<file path="config.mk">
export PLATFORM = sky130hd
export DESIGN_NAME = pss_ctrl
export DESIGN_NICKNAME = d
export VERILOG_FILES = /design/src/hw/rtl/pss_pkg.sv /design/src/hw/rtl/pss_ctrl.sv
export SDC_FILE = /design/constraint.sdc
export NUM_CORES = 1
export LEC_CHECK = 0
export ABC_CLOCK_PERIOD_IN_PS = 1100
export BUFFER_PORTS_ARGS = -buffer_cell sky130_fd_sc_hd__buf_2
export CAP_MARGIN = 20
export CORE_AREA = 2 2 39 41
export CTS_CLUSTER_SIZE = 8
export DETAILED_ROUTE_END_ITERATION = 16
export DIE_AREA = 0 0 41 43
export GPL_ROUTABILITY_DRIVEN = 1
export HOLD_SLACK_MARGIN = 0.15
export SLEW_MARGIN = 20
export SYNTH_ARGS = -nofsm -noshare
export SYNTH_HDL_FRONTEND = slang
export SYNTH_SLANG_ARGS = --single-unit
</file>
<file path="constraint.sdc">
create_clock -name clk -period 1.1 [get_ports clk]
set_input_delay 0.165 -clock clk [delete_from_list [all_inputs] [get_ports clk]]
set_output_delay 0.165 -clock clk [all_outputs]
set_load 0.01 [all_outputs]
</file>
<file path="src/hw/rtl/pss_pkg.sv">
package pss_pkg;

    // Store geometry
    localparam int MAX_ELEMENTS = 1024;
    localparam int ADDR_W       = (MAX_ELEMENTS > 1) ? $clog2(MAX_ELEMENTS) : 1;
    localparam int COUNT_W      = $clog2(MAX_ELEMENTS + 1);

    // Field widths
    localparam int DATA_W = 32;
    localparam int IDX_W  = 10;
    localparam int SUM_W  = DATA_W + 1;

    // Commands from the controller to the datapath
    typedef struct packed {
        logic load;        // store the accepted element or flag overflow
        logic latch_a;     // capture row element, start column at i+1
        logic step_j;      // advance column
        logic next_i;      // advance row
        logic record_hit;  // capture the matching pair
        logic finish;      // result taken, clear list state
    } pss_cmd_t;

    // Status from the datapath to the controller
    typedef struct packed {
        logic row_open;    // i + 1 < count
        logic more_j;      // j + 1 < count
        logic hit;         // a + store[j] == target
    } pss_status_t;

endpackage

</file>
<file path="src/hw/rtl/pss_ctrl.sv">
module pss_ctrl
    import pss_pkg::*;
(
    input  logic        clk,
    input  logic        rst_n,
    input  logic        in_valid,
    input  logic        in_last,
    output logic        in_ready,
    output logic        out_valid,
    input  logic        out_ready,
    input  pss_status_t status,
    output pss_cmd_t    cmd
);

    localparam logic [2:0] ST_LOAD   = 3'd0;
    localparam logic [2:0] ST_RD_A   = 3'd1;
    localparam logic [2:0] ST_LD_A   = 3'd2;
    localparam logic [2:0] ST_CMP    = 3'd3;
    localparam logic [2:0] ST_RESULT = 3'd4;

    logic [2:0] state_reg, state_next;

    assign in_ready  = (state_reg == ST_LOAD);
    assign out_valid = (state_reg == ST_RESULT);

    // Sequencer: load, then walk rows and columns
    always_comb
    begin
        state_next = state_reg;
        cmd        = '0;

        unique case (state_reg)
            ST_LOAD:
            begin
                if (in_valid)
                begin
                    cmd.load = 1'b1;
                    if (in_last)
                    begin
                        state_next = ST_RD_A;
                    end
                end
            end
            ST_RD_A:
            begin
                // row element read is issued here by default address
                if (status.row_open)
                begin
                    state_next = ST_LD_A;
                end
                else
                begin
                    state_next = ST_RESULT;
                end
            end
            ST_LD_A:
            begin
                cmd.latch_a = 1'b1;
                state_next  = ST_CMP;
            end
            ST_CMP:
            begin
                priority if (status.hit)
                begin
                    cmd.record_hit = 1'b1;
                    state_next     = ST_RESULT;
                end
                else if (status.more_j)
                begin
                    cmd.step_j = 1'b1;
                end
                else
                begin
                    cmd.next_i = 1'b1;
                    state_next = ST_RD_A;
                end
            end
            ST_RESULT:
            begin
                if (out_ready)
                begin
                    cmd.finish = 1'b1;
                    state_next = ST_LOAD;
                end
            end
            default:
            begin
                state_next = ST_LOAD;
            end
        endcase
    end

    always_ff @(posedge clk or negedge rst_n)
    begin
        if (!rst_n)
        begin
            state_reg <= ST_LOAD;
        end
        else
        begin
            state_reg <= state_next;
        end
    end

endmodule

</file>
==> results.md, run 1 <==
* Status: finished, violations left
* Failing checks: negative setup slack
* HPWL Detailed at a little under 500 um
* Fillers at 141
* Rows at 14
* Initial Util at 0.163
* PD cells at 2310 nW/um^2
* Num CTS Buffers at 3
* Root buf cell: clkbuf_4
* ANT nets after route at 0
* Htree depth at 1
* Pin count of the biggest net entering global routing at 8
* DP Worst Slack at -0.0557 ns
* Final WL at 628 um
* # diodes at 0
* WL per Instance at approximately 9.5 um
* Syn Inst Count at 25
* Ys Warns at 0
* TritonCTS clock tree: yes
* Final Max Tran Viols at 0
* Syn Std Cell Area at 225 sq um
* Final Util at 0.316
* Class of the most critical setup path: flip-flop to output pin
* Overflow after GRT at 0
* Fmax achieved at between 700 and 800 MHz
* Die width at 41 um
* Crit path max fanout at 6
* Max-cap violations at 0
* Unique masters post-synth at 15
* Slew margin rel. at 0.858
* First-pass GRT wire length at 1040 um
* Initial antenna violation count at 0
* Peak supply drop at roughly 1100 uV
* Hold WC Path Type: input port to flip-flop
* Syn_nets at 33
* Total core area at 1380 sq um
* Area growth, synth to finish at 93.9%
* Setup Skew at about 0.0066 ns
* Critical path endpoint category: output pin
* CP startpoint: state_reg[2]
* Setup violations, final at 8
* Startpoint Class: flip-flop
* Arrival time at the worst endpoint at 1.21 ns
* Worst hold path startpoint: in_last
* Post-placement cell area at 367 sq um
* Sum Neg Setup Slack at -1.71 ns
* I/O Pins at 16
* Final net count at 59
* Fin area at 437 sq um
* Pleak at around 0.22 nW
* Syn Area/Cell at 9.01 sq um
* R2r startpoint: state_reg[0]
* Max FFs per register at 3
* GRT Resource Usage Total at 0.0935
* DRT iter0 DRCs at 1
* Final Cycle Share at 1.25
* Worst Max-Slew Pin Slew at 0.211 ns
* Yosys reg bits at 3
* Vias in the first global route at approximately 270
* Clock Latency Late Sink at 0.24 ns
* TritonRoute pass-1 iters at 2
* Vias at 275
* Final critical-path required period at 1.37 ns
* Clk slew on worst S/H paths at 0.04 ns
* Fraction of layout cells with a size suffix above 1 at 0.640
* RSZ-0062 raised after global routing: true
* Seq/Total Area, Yosys at 0.333
* Die height at around 43 um
* Crit path required time at 0.94 ns
* Final setup margin at -0.274 ns
* DRC viols at 0
* Vias per cell at 4.17
* Gpl congestion at 0.797
* I/O Buffers at 15
* Final hold violation count at 0
* Die area at 1760 sq um
* Clock tree buffer depth at 2
* Clock sink count at 3
synthesized netlist by cell type:
cell type | count | area [sq um]
dfrtp_1 | 3 | 75.1
nand2b_1 | 3 | 18.8
a21oi_1 | 2 | 10.0
and2_1 | 2 | 12.5
inv_1 | 2 | 7.51
nand3b_1 | 2 | 15.0
nor3_1 | 2 | 10.0
nor3b_2 | 2 | 25.0
a21bo_1 | 1 | 10.0
a311oi_1 | 1 | 8.76
a32o_1 | 1 | 10.0
buf_2 | 1 | 5.00
nor2_1 | 1 | 3.75
nor2b_1 | 1 | 6.26
nor3b_1 | 1 | 7.51
report_power, final:
part	total [mW]	internal (mW)	leakage [nW]	switching [mW]
logic	0.544	0.344	0.166	0.200
registers	0.267	0.166	0.0344	0.101
clock network	0.198	0.136	0.0150	0.0618
total	1.01	0.647	0.216	0.363
metrics by stage:
step | total power [mW] | cells | hold WS (ns)
after floorplan | 0.496 | 25 | -0.131
after global placement | 0.728 | 60 | -0.0357
after detailed placement | 0.726 | 60 | -0.0371
after CTS | 0.990 | 65 | 0.183
after global routing | 1.10 | 66 | 0.191
final | 1.01 | 66 | 0.201
worst paths after layout:
kind	end	slack, ns	cells after the start
min in group asynchronous	state_reg[2]	0.26	2
worst min-delay path	state_reg[0]	0.20	3
worst max-delay path	cmd[3]	-0.27	3
worst max register to register	state_reg[2]	0.04	3
worst min register to register	state_reg[1]	0.52	1
max in group asynchronous	state_reg[1]	0.72	2
repair_timing:
item,in CTS,in global routing
hold buffers,1,0
pin swaps,3,3
endpoints found under the setup margin,9,9
resized for setup,7,1
hold endpoints to repair,3,0
setup buffers,0,1
area by class of cell:
type | instances | area, sq um | area share
Tap cell | 16 | 20.0 | 0.0458
Multi-Input combinational cell | 19 | 156 | 0.358
Sequential cell | 3 | 78.8 | 0.181
Timing Repair Buffer | 22 | 148 | 0.338
Inverter | 2 | 7.51 | 0.0172
Clock buffer | 4 | 26.3 | 0.0602
placed cells by master, fill, tap and decap left out, types with 2 or more instances in the layout:
| cell | netlist | final |
|---|---|---|
| clkbuf_4 | 0 | 3 |
| buf_6 | 0 | 4 |
| inv_1 | 2 | 2 |
| buf_4 | 0 | 3 |
| nor3b_2 | 2 | 2 |
| dfrtp_2 | 0 | 3 |
| nand3b_1 | 2 | 2 |
| a21oi_1 | 2 | 2 |
| nand2b_1 | 3 | 3 |
| buf_2 | 1 | 14 |
critical path, stage by stage, from the launching register on:
cell      delay (ns)
dfrtp_2         0.44
nand3b_1        0.22
nor3b_2         0.17
buf_2           0.14
logic make-up (layout without fill, tap and decap cells):
| family | count (synthesis) | in the layout | share of synthesized area |
|---|---|---|---|
| buffers and inverters | 3 | 28 | 0.0555 |
| AND/OR/NAND/NOR | 14 | 14 | 0.439 |
| flip-flops | 3 | 3 | 0.333 |
| AO/OA/AOI/OAI | 5 | 5 | 0.172 |
routing by layer:
layer	vias to the layer above	part of all wire	track usage
li1	138	-	-
met5	-	0	0
met4	0	0	0.0600
met2	14	0.45	0.125
met1	123	0.45	0.103
met3	0	0.10	0.0628
Note: power is estimated with default switching activity, not from simulation.
==> run 2, diff against run 1 <==
--- a/config.mk
+++ b/config.mk
@@ -5,6 +5,7 @@
 export SDC_FILE = /design/constraint.sdc
 export NUM_CORES = 1
 export LEC_CHECK = 0
+export ABC_AREA = 1
 export ABC_CLOCK_PERIOD_IN_PS = 1100
 export BUFFER_PORTS_ARGS = -buffer_cell sky130_fd_sc_hd__buf_2
 export CAP_MARGIN = 20
==> results.md, run 2 <==
* Final Max Tran Viols at 0 (unchanged)
* Pin count of the biggest net entering global routing at 9 (was 8)
* Vias in the first global route at 303 (was 273)
* Final hold violation count at 0 (unchanged)
* Total core area at 1380 sq um (unchanged)
* Overflow after GRT at 0 (unchanged)
* Post-synth EDFFs at 0 (unchanged)
* Fraction of layout cells with a size suffix above 1 at 0.600 (was 0.640)
* Crit path max fanout at 2 (was 6)
* Htree depth at 1 (unchanged)
* Final setup margin at -0.209 ns (was -0.274 ns)
* Syn Area/Cell at 7.54 sq um (was 9.01 sq um)
* Final Util at 0.343 (was 0.316)
* Hold depth at 3 (unchanged)
* Clock sink count at 3 (unchanged)
* Setup Skew at 0.000181 ns (was 0.00660 ns)
* Top-area cell type share of the netlist area at 0.284 (was 0.333)
* TritonRoute pass-1 iters at 1 (was 2)
* GRT Resource Usage Total at 0.103 (was 0.0935)
* Status: finished, violations left (unchanged)
* Crit path required time at 0.94 ns (about the same)
* DRC viols at 0 (unchanged)
* Placed cells at 66 (was 60)
* Slew margin rel. at 0.853 (was 0.858)
* Failing checks: negative setup slack (unchanged)
* Clock tree buffer depth at 2 (unchanged)
* Flip-flop and latch area at 77.6 sq um (was 78.8 sq um)
* CP startpoint: state_reg[2] (unchanged)
* Prevailing post-synth register cell: dfrtp_1 (unchanged)
* R2r startpoint: state_reg[0] (unchanged)
* Fillers at 152 (was 141)
* TritonCTS clock tree: yes (unchanged)
* # diodes at 0 (unchanged)
* Num CTS Buffers at 3 (unchanged)
* Rows at 14 (unchanged)
* HPWL Detailed at 546 um (was 481 um)
* CP Capture Point: in_ready (was cmd[3])
* Ys Warns at 0 (unchanged)
* Hold WC Path Type: input port to flip-flop (unchanged)
* Root buf cell: clkbuf_4 (unchanged)
* Yosys reg bits at 3 (unchanged)
* Cell taking the most area after synthesis: dfrtp_1 (unchanged)
* Peak supply drop at 783 uV (was 1100 uV)
* Die width at 41 um (unchanged)
* Sum Neg Setup Slack at -1.29 ns (was -1.71 ns)
* PD cells at 2610 nW/um^2 (was 2310 nW/um^2)
* Die area at 1760 sq um (unchanged)
* RR Endpoint: state_reg[0] (was state_reg[2])
* ANT nets after route at 0 (unchanged)
* Max FFs per register at 3 (unchanged)
* Die height at 43 um (unchanged)
* Syn Inst Count at 35 (was 25)
* Setup violations, final at 8 (unchanged)
* Vias per cell at 4.28 (was 4.17)
* Seq/Total Area, Yosys at 0.284 (was 0.333)
* Pleak at 0.246 nW (was 0.216 nW)
* Startpoint Class: flip-flop (unchanged)
* Fmax achieved at 764 MHz (was 728 MHz)
* Worst Max-Slew Pin Slew at 0.220 ns (was 0.211 ns)
* Clk slew on worst S/H paths at 0.04 ns (about the same)
* Arrival time at the worst endpoint at 1.14 ns (was 1.21 ns)
* Final Cycle Share at 1.19 (was 1.25)
* Final WL at 740 um (was 628 um)
* Commonest non-fill, non-tap cell in the layout: buf_2 (unchanged)
* Syn Std Cell Area at 264 sq um (was 225 sq um)
* Reg-to-reg slack, setup at 0.02 ns (was 0.04 ns)
* Area of the multi-input gates at 180 sq um (was 156 sq um)
* Cell with the most instances after synthesis: inv_1
* Unique masters post-synth at 18 (was 15)
* Critical path endpoint category: output pin (unchanged)
* Top cells by area, synth: dfrtp_1, inv_1, nand3_4 (was dfrtp_1, nor3b_2, nand2b_1)
* Most frequent cells in the layout: buf_2, inv_1, buf_4, nand2_1, clkbuf_4 (was buf_2, buf_6)
* Initial Util at 0.191 (was 0.163)
* Area growth, synth to finish at 79.6% (was 93.9%)
* Gpl congestion at 0.737 (was 0.797)
* Max-cap violations at 0 (unchanged)
* Initial antenna violation count at 0 (unchanged)
* Final critical-path required period at 1.31 ns (was 1.37 ns)
* Async set or reset register ratio after synthesis at 1.00 (unchanged)
* Clock Latency Late Sink at 0.23 ns (was 0.24 ns)
* RSZ-0062 raised after global routing: true (unchanged)
* Vias at 325 (was 275)
* I/O Buffers at 15 (unchanged)
* WL per Instance at 9.74 um (was 9.52 um)
* DRT iter0 DRCs at 0 (was 1)
* Post-synth top cells: inv_1, nand2_1, dfrtp_1, nand3_1 (was dfrtp_1, nand2b_1)
* Final net count at 69 (was 59)
* I/O Pins at 16 (unchanged)
* Final std cells w/o fill at 76 (was 66)
* Reg2Reg Depth at 5 (was 3)
* Class of the most critical setup path: flip-flop to output pin (unchanged)
* Syn_nets at 43 (was 33)
* First-pass GRT wire length at 1120 um (was 1040 um)
==> run 2: changes by cell type after synthesis, moves of 3 or more <==
cell / previous run / this run
nand3_1: 0 / 3
nand2_1: 0 / 4
inv_1: 2 / 6
nand2b_1: 3 / 0
==> run 2: power breakdown <==
part | internal (mW) | total (mW) | switching, mW
Combinational | 0.393 | 0.747 | 0.354
Sequential | 0.169 | 0.298 | 0.128
Clock | 0.136 | 0.191 | 0.0551
Total | 0.698 | 1.24 | 0.538
==> run 2: logic make-up (layout without fill, tap and decap cells) <==
kind of cell | count (synthesis) | after routing | share of synthesized area
flops | 3 | 3 | 0.284
compound gates | 4 | 4 | 0.118
buf+inv | 9 | 34 | 0.171
simple gates | 19 | 19 | 0.427
==> run 2: cell type report <==
type,count,share of cell area
clock buffers,4,0.0554
flip-flops and latches,3,0.164
well taps,16,0.0422
repair buffers,23,0.298
inverters,7,0.0607
multi-input cells,23,0.380
==> run 2: per-stage QoR <==
stage / worst slack, ns / total power, mW / hold WS [ns] / area (sq um)
floorplan: 0.0420 / 0.663 / -0.131 / 270
global placement: -0.0256 / 0.792 / -0.0346 / 362
detailed placement: -0.0461 / 0.799 / -0.0345 / 362
CTS: -0.206 / 1.14 / 0.237 / 437
global route: -0.256 / 1.33 / 0.254 / 474
finish: -0.209 / 1.24 / 0.246 / 474
==> run 2: worst min path at each step <==
stage	start	to	slack, ns
floorplan	rst_n	state_reg[0]	-0.13
global placement	rst_n	state_reg[0]	-0.03
detailed placement	rst_n	state_reg[0]	-0.03
CTS	status[2]	state_reg[1]	0.24
global route	status[2]	state_reg[1]	0.25
finish	status[2]	state_reg[1]	0.25
==> run 2: worst max-delay path, cell delays in order, from the launching register on <==
cell and delay (ns):
dfrtp_1 0.40, buf_4 0.17, nor3_4 0.18, buf_2 0.15
==> run 2: what timing repair did <==
action / in CTS / in global routing
hold buffers: 1 / 0
resized for setup: 5 / 4
setup buffers: 3 / 2
pin swaps: 3 / 2
setup endpoints to repair: 8 / 9
endpoints found under the hold margin: 3 / 0
==> run 2: metal layers <==
metal,share of wire,track usage
met1,0.40,0.0935
met2,0.53,0.153
met3,0.073,0.0471
met4,0,0.100
met5,0,0
==> run 3, diff against run 2 <==
--- a/config.mk
+++ b/config.mk
@@ -7,14 +7,15 @@
 export LEC_CHECK = 0
 export ABC_AREA = 1
 export ABC_CLOCK_PERIOD_IN_PS = 1100
-export BUFFER_PORTS_ARGS = -buffer_cell sky130_fd_sc_hd__buf_2
 export CAP_MARGIN = 20
 export CORE_AREA = 2 2 39 41
 export CTS_CLUSTER_SIZE = 8
 export DETAILED_ROUTE_END_ITERATION = 16
 export DIE_AREA = 0 0 41 43
+export DONT_BUFFER_PORTS = 1
 export GPL_ROUTABILITY_DRIVEN = 1
 export HOLD_SLACK_MARGIN = 0.15
+export RECOVER_POWER = 25
 export SLEW_MARGIN = 20
 export SYNTH_ARGS = -nofsm -noshare
 export SYNTH_HDL_FRONTEND = slang
==> results.md, run 3 (synthesized netlist as in run 2, its figures left out) <==
* Power Total at 1.47 mW (was 1.24 mW)
* Htree depth at 1 (unchanged)
* Worst hold path startpoint: status[0] (was status[2])
* Peak supply drop at 953 uV (was 783 uV)
* Clock tree buffer depth at 2 (unchanged)
* Final hold violation count at 0 (unchanged)
* Sum Neg Setup Slack at -1.48 ns (was -1.29 ns)
* Clk slew on worst S/H paths at 0.04 ns (about the same)
* Placed cells at 57 (was 66)
* Vias per cell at 4.39 (was 4.28)
* Area growth, synth to finish at 86.3% (was 79.6%)
* Clock Latency Late Sink at 0.23 ns (about the same)
* Die width at 41 um (unchanged)
* Slew margin rel. at 0.814 (was 0.853)
* CP startpoint: state_reg[2] (unchanged)
* Hold WC Path Type: input port to flip-flop (unchanged)
* Flip-flop and latch area at 77.6 sq um (unchanged)
* I/O Buffers at 0 (was 15)
* Crit path required time at 0.94 ns (about the same)
* Area of the multi-input gates at 186 sq um (was 180 sq um)
* Max-cap violations at 0 (unchanged)
* Setup violations, final at 10 (was 8)
* Vias in the first global route at 329 (was 303)
* Root buf cell: clkbuf_4 (unchanged)
* TritonCTS clock tree: yes (unchanged)
* Critical path endpoint category: output pin (unchanged)
* P_int at 867 uW (was 698 uW)
* Fillers at 158 (was 152)
* # diodes at 0 (unchanged)
* Die area at 1760 sq um (unchanged)
* Failing checks: negative setup slack (unchanged)
* Final Cycle Share at 1.19 (about the same)
* Worst Max-Slew Pin Slew at 0.276 ns (was 0.220 ns)
* Setup Skew at 0.00279 ns (was 0.000181 ns)
* Final critical-path required period at 1.31 ns (about the same)
* DRC viols at 0 (unchanged)
* Class of the most critical setup path: flip-flop to output pin (unchanged)
* Switching power at 598 uW (was 538 uW)
* Reg-to-reg slack, setup at -0.17 ns (was 0.02 ns)
* Logic pwr share at 0.666 (was 0.605)
* TritonRoute pass-1 iters at 2 (was 1)
* Fraction of layout cells with a size suffix above 1 at 0.643 (was 0.600)
* Vias at 316 (was 325)
* GRT Resource Usage Total at 0.110 (was 0.103)
* Most frequent cells in the layout: buf_4, inv_1, nand2_1 (was buf_2, inv_1, buf_4, nand2_1, clkbuf_4)
* Total core area at 1380 sq um (unchanged)
* Arrival time at the worst endpoint at 1.14 ns (about the same)
* Initial antenna violation count at 0 (unchanged)
* Fmax achieved at 765 MHz (was 764 MHz)
* Rows at 14 (unchanged)
* ANT nets after route at 0 (unchanged)
* Clock share of power at 0.133 (was 0.154)
* Final net count at 65 (was 69)
* Startpoint Class: flip-flop (unchanged)
* R2r startpoint: state_reg[2] (was state_reg[0])
* WL per Instance at 11.0 um (was 9.74 um)
* Final WL at 790 um (was 740 um)
* Final Max Tran Viols at 0 (unchanged)
* Post-placement cell area at 332 sq um (was 362 sq um)
* DP Worst Slack at -0.00997 ns (was -0.0461 ns)
* Register share of total power at 0.201 (was 0.241)
* Overflow after GRT at 0 (unchanged)
* RSZ-0062 raised after global routing: true (unchanged)
* Crit path max fanout at 6 (was 2)
* Status: finished, violations left (unchanged)
* Commonest non-fill, non-tap cell in the layout: buf_4 (was buf_2)
* HPWL Detailed at 528 um (was 546 um)
* Max FFs per register at 3 (unchanged)
* First-pass GRT wire length at 1280 um (was 1120 um)
* Final std cells w/o fill at 72 (was 76)
* Die height at 43 um (unchanged)
* DRT iter0 DRCs at 1 (was 0)
* Num CTS Buffers at 3 (unchanged)
* Final Util at 0.355 (was 0.343)
* Pin count of the biggest net entering global routing at 8 (was 9)
* Clock sink count at 3 (unchanged)
* Final setup margin at -0.207 ns (was -0.209 ns)
* PD cells at 2980 nW/um^2 (was 2610 nW/um^2)
* Fin area at 492 sq um (was 474 sq um)
* I/O Pins at 16 (unchanged)
* Initial Util at 0.191 (unchanged)
* Final Hold Slack at 0.160 ns (was 0.246 ns)
* Gpl congestion at 0.749 (was 0.737)
* Sw frac at 0.408 (was 0.435)
* Pleak at 0.225 nW (was 0.246 nW)
run 3: cell count changes in the layout (fill, tap and decap cells not counted), sizes merged:
| cell | delta |
|---|---|
| buf | -5 |
| dlygate4sd3 | +1 |
run 3: final cells by class:
| class | count | area share |
|---|---|---|
| clock buffers | 4 | 0.0534 |
| inverters | 7 | 0.0534 |
| multi-input cells | 23 | 0.379 |
| flip-flops and latches | 3 | 0.158 |
| well taps | 16 | 0.0407 |
| repair buffers | 19 | 0.316 |
run 3: per-layer routing:
layer	global-route usage	wire (um)	vias up
met1	0.120	323	145
met4	0.0800	0	0
li1	-	-	160
met2	0.178	429	11
met5	0	0	-
met3	0.0157	38	0
run 3: final timing paths:
kind                                      to  depth (start not counted)
worst max register to register  state_reg[1]                          7
max in group asynchronous       state_reg[1]                          1
worst min-delay path            state_reg[0]                          3
worst min register to register  state_reg[2]                          3
worst max-delay path                  cmd[0]                          3
min in group asynchronous       state_reg[2]                          1
run 3: power by group through the flow:
| stage | logic, mW | registers, mW | clock network, mW |
|---|---|---|---|
| 6_report | 0.976 | 0.295 | 0.194 |
| 5_1_grt | 1.06 | 0.307 | 0.217 |
| 4_1_cts | 0.899 | 0.294 | 0.201 |
| 3_5_place_dp | 0.595 | 0.262 | 0 |
| 3_3_place_gp | 0.589 | 0.260 | 0 |
| 2_1_floorplan | 0.473 | 0.190 | 0 |
run 3: what timing repair did:
item | CTS | global route
hold endpoints to repair | 4 | 0
hold buffers | 2 | 0
setup buffers | 7 | 2
endpoints found under the setup margin | 8 | 11
gates resized for setup | 13 | 0
gates cloned | 0 | 0
pin swaps | 2 | 3
run 3: critical path, cell delays in order, from the launching register on:
cell and delay [ns]:
dfrtp_1 0.35, inv_2 0.08, buf_4 0.15, nor4_4 0.33
